<file path="src/rtl/red_pkg.sv">
`timescale 1ns / 1ps
`default_nettype none
// ----------------------------------------------------------------------------
// red_pkg
// Shared types, constants and helpers for the rotary encoder decoder.
// ----------------------------------------------------------------------------
package red_pkg;

    localparam int CFG_W      = 7;
    localparam int CFG_IDX_W  = 2;
    localparam int CNT_W      = 8;
    localparam int POS_OUT_W  = 16;
    localparam int S_DATA_W   = 8;
    localparam int M_DATA_W   = 24;

    localparam logic [CFG_IDX_W-1:0] REG_HIT_MIN   = 2'd0;
    localparam logic [CFG_IDX_W-1:0] REG_HIT_LIMIT = 2'd1;

    localparam logic [CFG_W-1:0] HIT_MIN_RESET   = 7'd2;
    localparam logic [CFG_W-1:0] HIT_LIMIT_RESET = 7'd4;

    localparam logic signed [CNT_W-1:0] CNT_MAX = 8'sd127;
    localparam logic signed [CNT_W-1:0] CNT_MIN = -8'sd128;

    typedef logic signed [CNT_W-1:0] hit_cnt_t;

    typedef struct packed {
        logic stepped;
        logic step_up;
    } step_res_t;

    // Saturating +/-1 on a signed hit counter
    function automatic hit_cnt_t sat_step(input hit_cnt_t v, input logic up);
        hit_cnt_t r;
        if (up)
        begin
            r = (v == CNT_MAX) ? v : v + 8'sd1;
        end
        else
        begin
            r = (v == CNT_MIN) ? v : v - 8'sd1;
        end
        return r;
    endfunction

endpackage
`default_nettype wire

</file>
<file path="src/rtl/red_debounce.sv">
`timescale 1ns / 1ps
`default_nettype none
// ----------------------------------------------------------------------------
// red_debounce
// Push button debounce with a signed saturating hit counter.
// ----------------------------------------------------------------------------
module red_debounce
(
    input  wire logic                      clk,
    input  wire logic                      rst_n,
    input  wire logic                      en,
    input  wire logic                      pin,
    input  wire logic [red_pkg::CFG_W-1:0] hit_min,
    output logic                           pressed_next
);

    logic              acc_reg, acc_next;
    logic              state_reg, state_next;
    red_pkg::hit_cnt_t cnt_reg, cnt_next;

    red_pkg::hit_cnt_t         cnt_step;
    logic [red_pkg::CNT_W-1:0] cnt_mag;
    logic                      differ;
    logic                      hit;

    always_comb
    begin
        differ   = (pin != acc_reg);
        cnt_step = red_pkg::sat_step(cnt_reg, ~pin);
        // magnitude of -128 is 128, still fits unsigned 8 bits
        cnt_mag  = cnt_step[red_pkg::CNT_W-1] ? red_pkg::CNT_W'(-cnt_step)
                                               : red_pkg::CNT_W'(cnt_step);
        hit      = differ && (cnt_mag > {1'b0, hit_min});

        acc_next   = acc_reg;
        state_next = state_reg;
        cnt_next   = cnt_reg;
        if (en && differ)
        begin
            if (hit)
            begin
                acc_next   = pin;
                state_next = ~cnt_step[red_pkg::CNT_W-1];
                cnt_next   = '0;
            end
            else
            begin
                cnt_next = cnt_step;
            end
        end
        pressed_next = state_next;
    end

    always_ff @(posedge clk or negedge rst_n)
    begin
        if (!rst_n)
        begin
            acc_reg   <= 1'b0;
            state_reg <= 1'b0;
            cnt_reg   <= '0;
        end
        else
        begin
            acc_reg   <= acc_next;
            state_reg <= state_next;
            cnt_reg   <= cnt_next;
        end
    end

endmodule
`default_nettype wire

</file>
<file path="src/rtl/red_quad.sv">
`timescale 1ns / 1ps
`default_nettype none
// ----------------------------------------------------------------------------
// red_quad
// Quadrature hit counting and wrapping position accumulator.
// ----------------------------------------------------------------------------
module red_quad
#(
    parameter int POSITION_WIDTH = 16
)
(
    input  wire logic                      clk,
    input  wire logic                      rst_n,
    input  wire logic                      en,
    input  wire logic                      pin_a,
    input  wire logic                      pin_b,
    input  wire logic [red_pkg::CFG_W-1:0] hit_min,
    input  wire logic [red_pkg::CFG_W-1:0] hit_limit,
    output red_pkg::step_res_t             res,
    output logic [POSITION_WIDTH-1:0]      total_next
);

    logic                      a_acc_reg, a_acc_next;
    logic                      b_acc_reg, b_acc_next;
    red_pkg::hit_cnt_t         a_cnt_reg, a_cnt_next;
    red_pkg::hit_cnt_t         b_cnt_reg, b_cnt_next;
    logic [POSITION_WIDTH-1:0] total_reg;

    red_pkg::hit_cnt_t a_step;
    red_pkg::hit_cnt_t b_step;
    red_pkg::hit_cnt_t lim_pos;
    red_pkg::hit_cnt_t lim_neg;
    red_pkg::hit_cnt_t mn;
    logic              a_differ;
    logic              over;
    logic              under;
    logic              b_high;

    always_comb
    begin
        lim_pos  = $signed({1'b0, hit_limit});
        lim_neg  = -lim_pos;
        mn       = $signed({1'b0, hit_min});
        a_differ = (pin_a != a_acc_reg);
        a_step   = red_pkg::sat_step(a_cnt_reg, ~pin_a);
        b_step   = (pin_b != b_acc_reg) ? red_pkg::sat_step(b_cnt_reg, pin_b) : b_cnt_reg;
        over     = a_step > lim_pos;
        under    = a_step < lim_neg;
        b_high   = b_step > mn;

        res.stepped = en && a_differ && (over || under);
        res.step_up = res.stepped && (over ? ~b_high : b_high);

        a_acc_next = a_acc_reg;
        b_acc_next = b_acc_reg;
        a_cnt_next = a_cnt_reg;
        b_cnt_next = b_cnt_reg;
        total_next = total_reg;
        if (res.stepped)
        begin
            a_acc_next = pin_a;
            b_acc_next = pin_b;
            a_cnt_next = '0;
            b_cnt_next = '0;
            total_next = res.step_up ? total_reg + POSITION_WIDTH'(1)
                                     : total_reg - POSITION_WIDTH'(1);
        end
        else if (en && a_differ)
        begin
            a_cnt_next = a_step;
            b_cnt_next = b_step;
        end
    end

    always_ff @(posedge clk or negedge rst_n)
    begin
        if (!rst_n)
        begin
            a_acc_reg <= 1'b0;
            b_acc_reg <= 1'b0;
            a_cnt_reg <= '0;
            b_cnt_reg <= '0;
            total_reg <= '0;
        end
        else
        begin
            a_acc_reg <= a_acc_next;
            b_acc_reg <= b_acc_next;
            a_cnt_reg <= a_cnt_next;
            b_cnt_reg <= b_cnt_next;
            total_reg <= total_next;
        end
    end

endmodule
`default_nettype wire

</file>
<file path="src/rtl/rotary_encoder_debounced_decoder.sv">
// An accepted sample waits in the input register; its result is registered
// for m_tdata. Throughput: one sample per cycle unless m_tready stalls it; the
// counter update between input and result register is one pass, no iteration.
// Reset (rst_n low, asynchronous): counters, accepted levels, position and
// button state clear; hit_min returns to 2, hit_limit to 4; no result pending.
`timescale 1ns / 1ps
`default_nettype none
// ----------------------------------------------------------------------------
// rotary_encoder_debounced_decoder
// Quadrature encoder decoder with debounced push button, one result per tick while m_tready does not stall it.
// ----------------------------------------------------------------------------
module rotary_encoder_debounced_decoder
#(
    parameter int POSITION_WIDTH = 16
)
(
    input  wire logic                          clk,
    input  wire logic                          rst_n,
    input  wire logic                          s_tvalid,
    output logic                               s_tready,
    // [0] pin_a, [1] pin_b, [2] pin_push, [7:3] zero
    input  wire logic [red_pkg::S_DATA_W-1:0]  s_tdata,
    output logic                               m_tvalid,
    input  wire logic                          m_tready,
    // [15:0] position, [16] pressed, [17] stepped, [18] step_up, [23:19] zero
    output logic [red_pkg::M_DATA_W-1:0]       m_tdata,
    input  wire logic                          cfg_we,
    input  wire logic [red_pkg::CFG_IDX_W-1:0] cfg_index,
    input  wire logic [red_pkg::CFG_W-1:0]     cfg_data
);

    logic [red_pkg::CFG_W-1:0] hit_min_reg;
    logic [red_pkg::CFG_W-1:0] hit_limit_reg;

    logic                         in_valid_reg;
    logic [2:0]                   pins_reg;
    logic                         out_valid_reg;
    logic [red_pkg::POS_OUT_W-1:0] position_reg;
    logic                         pressed_reg;
    logic                         stepped_reg;
    logic                         step_up_reg;

    logic                          advance;
    logic                          fire;
    logic                          pressed_next;
    red_pkg::step_res_t            step_res;
    logic [POSITION_WIDTH-1:0]     total_next;
    logic [red_pkg::POS_OUT_W-1:0] position_next;

    assign advance  = !out_valid_reg || m_tready;
    assign fire     = in_valid_reg && advance;
    assign s_tready = !in_valid_reg || advance;

    always_ff @(posedge clk or negedge rst_n)
    begin
        if (!rst_n)
        begin
            hit_min_reg   <= red_pkg::HIT_MIN_RESET;
            hit_limit_reg <= red_pkg::HIT_LIMIT_RESET;
        end
        else if (cfg_we)
        begin
            if (cfg_index == red_pkg::REG_HIT_MIN)
            begin
                hit_min_reg <= cfg_data;
            end
            else if (cfg_index == red_pkg::REG_HIT_LIMIT)
            begin
                hit_limit_reg <= cfg_data;
            end
        end
    end

    always_ff @(posedge clk or negedge rst_n)
    begin
        if (!rst_n)
        begin
            in_valid_reg <= 1'b0;
        end
        else if (s_tready)
        begin
            in_valid_reg <= s_tvalid;
        end
    end

    always_ff @(posedge clk)
    begin
        if (s_tvalid && s_tready)
        begin
            pins_reg <= s_tdata[2:0];
        end
    end

    red_debounce u_debounce
    (
        .clk          (clk),
        .rst_n        (rst_n),
        .en           (fire),
        .pin          (pins_reg[2]),
        .hit_min      (hit_min_reg),
        .pressed_next (pressed_next)
    );

    red_quad #(.POSITION_WIDTH(POSITION_WIDTH)) u_quad
    (
        .clk        (clk),
        .rst_n      (rst_n),
        .en         (fire),
        .pin_a      (pins_reg[0]),
        .pin_b      (pins_reg[1]),
        .hit_min    (hit_min_reg),
        .hit_limit  (hit_limit_reg),
        .res        (step_res),
        .total_next (total_next)
    );

    generate
        if (POSITION_WIDTH >= red_pkg::POS_OUT_W)
        begin : g_pos_cut
            assign position_next = total_next[red_pkg::POS_OUT_W-1:0];
        end
        else
        begin : g_pos_ext
            assign position_next = {{(red_pkg::POS_OUT_W-POSITION_WIDTH)
                                     {total_next[POSITION_WIDTH-1]}}, total_next};
        end
    endgenerate

    always_ff @(posedge clk or negedge rst_n)
    begin
        if (!rst_n)
        begin
            out_valid_reg <= 1'b0;
            position_reg  <= '0;
            pressed_reg   <= 1'b0;
            stepped_reg   <= 1'b0;
            step_up_reg   <= 1'b0;
        end
        else if (advance)
        begin
            out_valid_reg <= in_valid_reg;
            if (in_valid_reg)
            begin
                position_reg <= position_next;
                pressed_reg  <= pressed_next;
                stepped_reg  <= step_res.stepped;
                step_up_reg  <= step_res.step_up;
            end
        end
    end

    assign m_tvalid = out_valid_reg;
    assign m_tdata  = {5'b0, step_up_reg, stepped_reg, pressed_reg, position_reg};

`ifndef NO_ASSERTIONS
    a_up_needs_step: assert property (@(posedge clk) disable iff (!rst_n)
        step_up_reg |-> stepped_reg)
        else $error("step_up set without a step");

    a_hold_position: assert property (@(posedge clk) disable iff (!rst_n)
        fire && !step_res.stepped |=> position_reg == $past(position_reg))
        else $error("position moved on a request without a step");

    a_fire_loads: assert property (@(posedge clk) disable iff (!rst_n)
        fire |=> m_tvalid)
        else $error("processed request produced no result");

    a_input_held: assert property (@(posedge clk) disable iff (!rst_n)
        in_valid_reg && !advance |=> in_valid_reg && $stable(pins_reg))
        else $error("pending request lost while stalled");
`endif

endmodule
`default_nettype wire
</file>
<file path="config.mk">
export PLATFORM = sky130hd
export DESIGN_NAME = rotary_encoder_debounced_decoder
export DESIGN_NICKNAME = d
export VERILOG_FILES = /design/src/rtl/red_pkg.sv /design/src/rtl/red_debounce.sv /design/src/rtl/red_quad.sv /design/src/rtl/rotary_encoder_debounced_decoder.sv
export SDC_FILE = /design/constraint.sdc
export NUM_CORES = 1
export LEC_CHECK = 0
export BUFFER_PORTS_ARGS = -buffer_cell sky130_fd_sc_hd__buf_2
export CAP_MARGIN = 20
export CORE_MARGIN = 4
export CORE_UTILIZATION = 35
export DETAILED_ROUTE_END_ITERATION = 16
export GPL_TIMING_DRIVEN = 0
export SLEW_MARGIN = 20
export SYNTH_ARGS = -nofsm -noshare
export SYNTH_HDL_FRONTEND = slang
export SYNTH_SLANG_ARGS = --single-unit
</file>
<file path="constraint.sdc">
create_clock -name clk -period 5.4 [get_ports clk]
set_clock_uncertainty 0.1 [all_clocks]
set_input_delay 0 -clock clk [delete_from_list [all_inputs] [get_ports clk]]
set_output_delay 0 -clock clk [all_outputs]
set_load 0.05 [all_outputs]
</file>
* After elaboration in Yosys (flattened, before gate mapping)
Cells that the tools add are included.
Storage, ports and cells: flip-flop bits (word level) 82, bits in latches 0, RAM bits 0, bits in read-only memories 0, output and inout bits 26, word-level logic and storage cells 83, memories kept 0
Cells by class: add/sub/neg operators 10, multipliers 0, divide/modulo/power cells 0, $lt $le $gt $ge 4, equality and inequality tests 10, shift-type cells 0, multiplexer cells 21, bitwise logic cells 3, reduce and logical (&&, ||, !) cells 18
Operators with widths (number):
- two-way mux 8 bit | 16
- equality test 8 bit (second input constant) | 6
- two-way mux 16 bit | 2
- adder 8 x 2 -> 8 bit (second input constant) | 3
- subtractor 8 x 2 -> 8 bit (second input constant) | 3
- adder 16 x 1 -> 16 bit (second input constant) | 1
- greater-than comparator 8 bit | 2
- subtractor 16 x 1 -> 16 bit (second input constant) | 1
- greater-than comparator 8 x 7 -> 1 bit | 1
- < comparator 8 bit | 1
- negator 7 -> 8 bit | 1
- negator 8 bit | 1
- logical AND 1 bit | 7
- AND reduction 2 bit | 3
- logical OR 1 bit | 3
- two-way mux 1 bit | 3
- != test 1 bit | 3
- inverter 1 bit | 3
- AND reduction 3 bit | 1
- equality test 2 x 1 -> 1 bit (second input constant) | 1
- zero test 1 bit | 2
- zero test 2 bit | 1
- nonzero test 2 bit | 1

* Longest topological paths before layout
Gate-level depths: netlist (run 1).
depth in word-level cells 10, gate-level depth with buffers 27, depth with buffers taken out 26

* Cells and area by module
A second synthesis (run 1) with hierarchy kept.
Unflattened totals: cells, all modules 713, area total of the unflattened synthesis 6352.3 um2
By module, submodules not included:
- red_quad | instances 1, cells an instance 462, area each 3582.2 um2
- rotary_encoder_debounced_decoder | instances 1, cells an instance 91, area each 1496.4 um2
- red_debounce | instances 1, cells an instance 160, area each 1273.7 um2

* Least setup slack after synthesis (run 1)
Ideal clock, no wire load.
path kind register to register, from reg u_quad.a_cnt_reg[0], to reg position_reg[12] in the netlist's numbering, setup time 0.125 ns, data arrival time 5.761 ns, required time 5.175 ns, setup slack -0.586 ns, cell stages (with the launch flop) 26, path buffers 2, clock period less this slack 5.986 ns, cells stage by stage dfrtp_1 clkbuf_1 inv_1 ha_1 and4_1 o31ai_1 nor2_1 a21oi_1 ha_1 a2111oi_0 a21oi_1 or4b_2 o211ai_2 nand3_1 clkbuf_1 o21ba_2 inv_1 ha_1 nor2b_1 o21ai_0 a21boi_0 o21ai_0 o21ai_0 xor2_1 mux2_2 mux2_2
RTL lines:
- start: declaration | line red_quad.sv:25 | red_pkg::hit_cnt_t a_cnt_reg, a_cnt_next;
- start signal: assignment | line red_quad.sv:89 | a_cnt_reg <= a_cnt_next;
- end signal: assignment | line rotary_encoder_debounced_decoder.sv:144 | position_reg <= position_next;
- end: declaration | line rotary_encoder_debounced_decoder.sv:38 | logic [red_pkg::POS_OUT_W-1:0] position_reg;

==> results.tsv, run 1 <==
metric	value	unit
largest area contributor in the netlist	dfrtp_1	
Pleak	3.54	nW
via count of the first global-routing pass	5354	
via count	5464	
Worst Path Required	5570	ps
Max FO, Critical Path	8	
simple-gate share of the synthesized area	18.7	%
Avg WL per Cell	15.8	um
nets	878	
post-synth top area share	31.4	%
clk_lat worst skew	350	ps
synthesized instance count	685	
WL final	16300	um
CTS clk-pin slew, worst paths	70	ps
Max Fclk	0.180	GHz
HPWL Detailed	11200	um
DR pass1 iterations	5	
final period utilization	103	%
Cell variety after synth	71	
Inst Count DP	952	
initial antenna violation count	0	
max incr delay on CP	510	ps
Synth Area in XOR/XNOR	4.57	%
Routed Antenna Nets	0	
PwrDens	688	nW/um2
Slew @ Worst Pin	777	ps
CTS tree	done	
IO Pins	48	
synthesized flop and latch total	82	
Synth Area per Inst	8.96	um2
drt drc	0	
busiest grt layer	met2	
grt total ovfl	0	
area used by multi-input combinational logic	4370	um2
minimum clock period	5540	ps
largest net degree at the start of global routing	54	
Slew HR	48.2	%
mux contribution to synthesized area	7.66	%
CP Launch Type	flip-flop	
htree depth	3	
Port Buffers	37	
CTS root buf	clkbuf_16	
GPL Wtd Cong	0.886	
met3 GRT Util	2.83	%
post-route setup slack	-143	ps
RSZ-0062 raised after global routing	true	
Final setup violation count	7	
Starting DRT DRC Count	231	
Slew Limit Fails	0	
maximum VDD drop	338	uV
Die W	140	um
Synth area leaders	dfrtp_1 (31%), ha_1 (11%), mux2_2 (6.4%), nand2_1 (4.6%), o21ai_0 (3.8%)	
Die H	140	um
failing checks	negative setup slack	
core area	17200	um2
CP Capture Type	flip-flop	
Non-Filler Instances	1030	
TritonCTS Buffers	9	
Yosys warnings	0	
final setup TNS	-430	ps
full die area	19700	um2
GR Util met1	22.3	%
first-pass GRT wire length	26900	um
slowest CP cell	or4_4	
synthesized area	6140	um2
FFs w/ async S/R, synth	96.3	%
Max Cap Viol	0	
area delta synth->final	33.1	%
CTS Sinks	82	
status	complete, but fails checks	
Data arrival, critical path	5710	ps
Synth Area in Compound Gates	18.9	%
ys flop type	dfrtp_1	
FP Rows	48	
sequential share of the synthesized area	33.7	%
Final Hold Fails	0	
Setup CP Type	flip-flop to flip-flop	
diodes inserted	0	
share of cells above drive strength 1	31.6	%
vias per cell	5.30	
Post-Synth Adder-Cell Area	11.5	%
FF+latch area	2080	um2
number of synthesized flops with an enable pin	3	
Tot GR Track Use	16.5	%
filler instances	1611	
Starting Density	35.6	%
clk buf depth	2	
worst hold-check path type	input pin to async pin	
largest family of logic cells by synthesized area	compound AO/OA/AOI/OAI gates	
met2 Usage GRT	26.9	%
-- synthesized netlist by cell type (all sizes together) (5+ instances only) --
master / n
o21ai: 48
nand2: 76
xnor2: 21
inv: 28
nand4: 9
clkbuf: 35
nor4: 6
xor2: 11
mux2: 37
o211ai: 6
and2: 5
a21oi: 25
nor2b: 13
o21a: 6
buf: 9
nor3: 15
a31oi: 16
nor2: 42
nand2b: 10
ha: 55
a22o: 6
and3: 8
a21o: 7
nand3: 19
mux2i: 5
o31ai: 19
dfrtp: 77
-- timing repair --
action | in CTS | in global routing
setup endpoints to repair | 27 | 19
hold buffers | 17 | 0
pin swaps | 14 | 40
resized for setup | 49 | 51
hold endpoints to repair | 100 | 0
buffers inserted | 26 | 25
gates cloned | 1 | 0
-- layout make-up --
class / instances / area share, %
clock inverters: 7 / 0.919
flip-flops and latches: 82 / 25.4
plain buffers: 38 / 2.59
inverters: 28 / 1.36
multi-input cells: 535 / 53.5
well taps: 225 / 3.45
repair buffers: 106 / 9.95
clock buffers: 9 / 2.76
-- critical path, delay by kind of cell, from the launching register on --
family / cells / cell delay [ps]
AOI/OAI and AO/OA: 10 / 1540
xor gates and xnor gates: 1 / 180
adders and majority gates: 3 / 700
buffers and inverters: 4 / 560
DFF: 1 / 410
and+or+nand+nor: 9 / 1920
-- cells in the final DEF, fill, tap and decap left out, types with 6 or more instances in the layout --
master	instances
a21o_1	7
a21oi_1	16
a21oi_2	9
a22o_1	6
a31oi_1	13
and3_1	6
buf_2	37
buf_4	58
clkbuf_1	23
clkbuf_16	9
dfrtp_1	69
dfrtp_2	8
dlygate4sd3_1	17
ha_1	39
ha_4	14
inv_1	24
mux2_2	26
mux2_4	10
nand2_1	73
nand2b_1	10
nand3_1	18
nand4_1	8
nor2_1	41
nor2b_1	9
nor3_1	10
o21a_1	6
o21ai_0	31
o21ai_1	6
o21ai_2	11
o31ai_1	15
xnor2_1	20
xor2_1	11
-- per-layer routing --
layer / wire length [um] / vias up
li1: - / 2723
met1: 7660 / 2609
met2: 7700 / 107
met3: 549 / 25
met4: 348 / 0
met5: 0 / -
-- power breakdown --
part	switching, mW	internal (mW)	leakage, nW
clock	0.274	0.362	0.140
sequential	0.221	0.859	0.993
combinational	2.13	1.77	2.41
-- metrics by stage --
stage | hold WS, ps | total power, mW | instance area, um2 | worst slack [ps] | util [%]
finish | 20.2 | 5.62 | 8170 | -143 | 47.4
global route | 56.4 | 6.09 | 8170 | -370 | 47.4
CTS | 25.0 | 5.19 | 7780 | -200 | 45.2
detailed placement | -143 | 4.21 | 6900 | -1200 | 40.0
global placement | 80.6 | 4.17 | 6870 | -1190 | 39.8
floorplan | -396 | 3.52 | 6400 | -85.6 | -
-- path summary, 6_finish.rpt --
path / slack (ps) / depth (start not counted) / end / start
hold reg to reg: 390 / 1 / step_up_reg / step_up_reg
setup / recovery: -140 / 27 / position_reg[15] / u_quad.b_cnt_reg[0]
setup reg to reg: -140 / 27 / position_reg[15] / u_quad.b_cnt_reg[0]
min in group clk: 120 / 5 / hit_min_reg[4] / cfg_index[0]
max in group asynchronous: 4530 / 3 / hit_limit_reg[2] / rst_n
hold / removal: 20 / 2 / u_quad.total_reg[4] / rst_n
-- kinds of logic after synthesis --
logic type	count (synthesis)
muxes	42
and+or+nand+nor	228
buffers and inverters	72
xor gates and xnor gates	32
other	1
DFF	82
adders and majority gates	56
AOI/OAI and AO/OA	172
Power figures use the tool's default switching activity.
==> inputs of run 2 (changes only) <==
--- a/config.mk
+++ b/config.mk
@@ -8,9 +8,10 @@
 export BUFFER_PORTS_ARGS = -buffer_cell sky130_fd_sc_hd__buf_2
 export CAP_MARGIN = 20
 export CORE_MARGIN = 4
-export CORE_UTILIZATION = 35
+export CORE_UTILIZATION = 47
 export DETAILED_ROUTE_END_ITERATION = 16
 export GPL_TIMING_DRIVEN = 0
+export PLACE_DENSITY = 0.67
 export SLEW_MARGIN = 20
 export SYNTH_ARGS = -nofsm -noshare
 export SYNTH_HDL_FRONTEND = slang
==> run 2 against run 1 <==
The run still ends with negative setup slack left. Non-clock buffer count decreased by 11. Critical path type unchanged. Die area is 24% lower. Via count increased by 1.4%. Critical path depth is the same. Utilization increased by 15 points. First-iteration DRC count grew 35%. Clock power grew 2%. Clock-buffer cell count grew 2. Setup slack worse by 86 ps. Sequential power about the same. Critical endpoint unchanged. Sequential cell count is the same.
==> results.tsv, run 2 (synthesis gave the netlist of run 1 again) <==
metric	value	unit	change
area delta synth->final	29.2	%	
drt drc	0		unchanged
Setup CP Type	flip-flop to flip-flop		
Comb power frac	68.9	%	-0.6 points
Pint	2.91	mW	-2.6%
CTS Sinks	82		unchanged
via count of the first global-routing pass	5499		+2.7%
FP Rows	41		-15%
Slew Limit Fails	0		unchanged
Tot GR Track Use	22.5	%	+6.1 points
cell family with most CP delay	simple AND/OR/NAND/NOR gates		
CP Capture Type	flip-flop		
failing checks	negative setup slack		
largest net degree at the start of global routing	56		+3.7%
GPL Wtd Cong	0.885		about the same
htree depth	3		unchanged
filler instances	1083		-33%
nets	867		-1.3%
clk_lat worst skew	350	ps	about the same
grt total ovfl	0		unchanged
Worst Path Buf+Inv	3		-1
Data arrival, critical path	5800	ps	+90 ps
final period utilization	104	%	+1.6 points
Slew HR	41.1	%	-7.1 points
slowest CP cell	or4_4		
met2 WL	7860	um	+2.1%
most frequent cells in the layout	nand2_1 (71), dfrtp_1 (71), buf_4 (46), nor2_1 (41), ha_1 (39)		
Final setup violation count	7		unchanged
FF+latch area	2080	um2	-0.12%
CTS tree	done		
WL final	16400	um	+0.79%
share of cells above drive strength 1	30.0	%	-1.6 points
vias per cell	5.74		+8.1%
Final Hold Fails	0		unchanged
Max Fclk	0.178	GHz	-1.5%
TritonCTS Buffers	9		unchanged
PwrDens	697	nW/um2	+1.4%
Starting DRT DRC Count	313		+35%
post-route setup slack	-229	ps	-85.9 ps
IO Pins	48		unchanged
clock share of power	11.7	%	+0.4 points
minimum clock period	5630	ps	+85.9 ps
Routed Antenna Nets	0		unchanged
CTS clk-pin slew, worst paths	70	ps	about the same
Sw Ratio	47.3	%	+0.58 points
HPWL Detailed	11400	um	+1.7%
Max FO, Critical Path	7		-1
total power	5.53	mW	-1.5%
first-pass GRT wire length	26900	um	+0.10%
WL met3	728	um	+33%
Die W	122	um	-13%
WL met1	7470	um	-2.4%
Die H	122	um	-13%
CP Launch Type	flip-flop		
max incr delay on CP	490	ps	-20 ps
RSZ-0062 raised after global routing	true		
Reg power frac	19.4	%	+0.2 points
via count	5542		+1.4%
Avg WL per Cell	17.0	um	+7.5%
Max Used Layer	met4		
CTS root buf	clkbuf_16		
initial antenna violation count	0		unchanged
area used by multi-input combinational logic	4290	um2	-1.9%
Worst Path Required	5570	ps	about the same
Slew @ Worst Pin	883	ps	+106 ps
worst hold-check path type	input pin to async pin		
DR pass1 iterations	4		-1
switching power	2.62	mW	-0.31%
status	complete, but fails checks		
diodes inserted	0		unchanged
Pleak	3.45	nW	-2.6%
maximum VDD drop	416	uV	+23%
Starting Density	48.2	%	+13 points
Port Buffers	37		unchanged
post-place setup slack	-1040	ps	+160 ps
clk buf depth	2		unchanged
Max Cap Viol	0		unchanged
core area	12700	um2	-26%
full die area	15000	um2	-24%
## run 2: changes by cell type in the layout (fill, tap and decap cells not counted), sizes merged
cell,delta
clkinvlp,-1
inv,-1
buf,-11
clkbuf,+2
## run 2: worst paths after layout
kind | end | cells past startpoint | from | slack [ps]
setup / recovery | position_reg[15] | 27 | u_quad.b_cnt_reg[0] | -230
hold / removal | u_quad.a_cnt_reg[3] | 2 | rst_n | 2
setup reg to reg | position_reg[15] | 27 | u_quad.b_cnt_reg[0] | -230
hold reg to reg | step_up_reg | 1 | step_up_reg | 400
max in group asynchronous | position_reg[5] | 3 | rst_n | 4600
min in group clk | hit_min_reg[1] | 4 | cfg_we | 10
## run 2: power groups by stage
stage                     clock [mW]  sequential (mW)  combinational (mW)
after floorplan                    0             1.21                2.30
after global placement             0             1.04                3.08
after detailed placement           0             1.05                3.18
after CTS                      0.660             1.06                3.52
after global routing           0.688             1.10                4.19
final                          0.649             1.07                3.81
## run 2: layout make-up
class / count / share of cell area [%]
Clock inverter: 5 / 0.757
Multi-Input combinational cell: 535 / 54.1
Inverter: 28 / 1.40
Buffer: 38 / 2.67
Sequential cell: 82 / 26.2
Clock buffer: 11 / 3.19
Timing Repair Buffer: 95 / 9.00
Tap cell: 172 / 2.71
## run 2: metrics by stage
step | cell area [um2] | setup TNS, ps | util, % | hold slack [ps] | cells
detailed placement | 6830 | -15930 | 53.7 | -154 | 899
global route | 7930 | -2620 | 62.4 | 30.7 | 966
CTS | 7700 | -574 | 60.5 | 1.27 | 956
finish | 7930 | -521 | 62.4 | 1.57 | 966
global placement | 6800 | -15710 | 53.4 | 77.8 | 898
floorplan | 6400 | -147 | - | -396 | 689
## run 2: worst register-to-register path, delay by kind of cell (launching register included)
family | cells | cell delay, ps
XOR/XNOR | 1 | 180
adder cells (fa/ha/maj) | 3 | 760
flip-flops | 1 | 420
buffers and inverters | 3 | 390
AO/OA/AOI/OAI | 11 | 1720
AND/OR/NAND/NOR | 9 | 1960
## run 2: timing repair
action / CTS / global route
pin swaps: 23 / 29
hold buffers: 17 / 0
endpoints found under the hold margin: 102 / 0
gates resized for setup: 46 / 41
setup endpoints to repair: 27 / 20
setup buffers: 28 / 13
## run 2: routing by layer
| layer | vias to the layer above | GRT usage [%] |
|---|---|---|
| met2 | 134 | 37.2 |
| met1 | 2675 | 29.9 |
| met4 | 0 | 6.58 |
| met5 | - | 0 |
| li1 | 2705 | - |
| met3 | 28 | 4.93 |
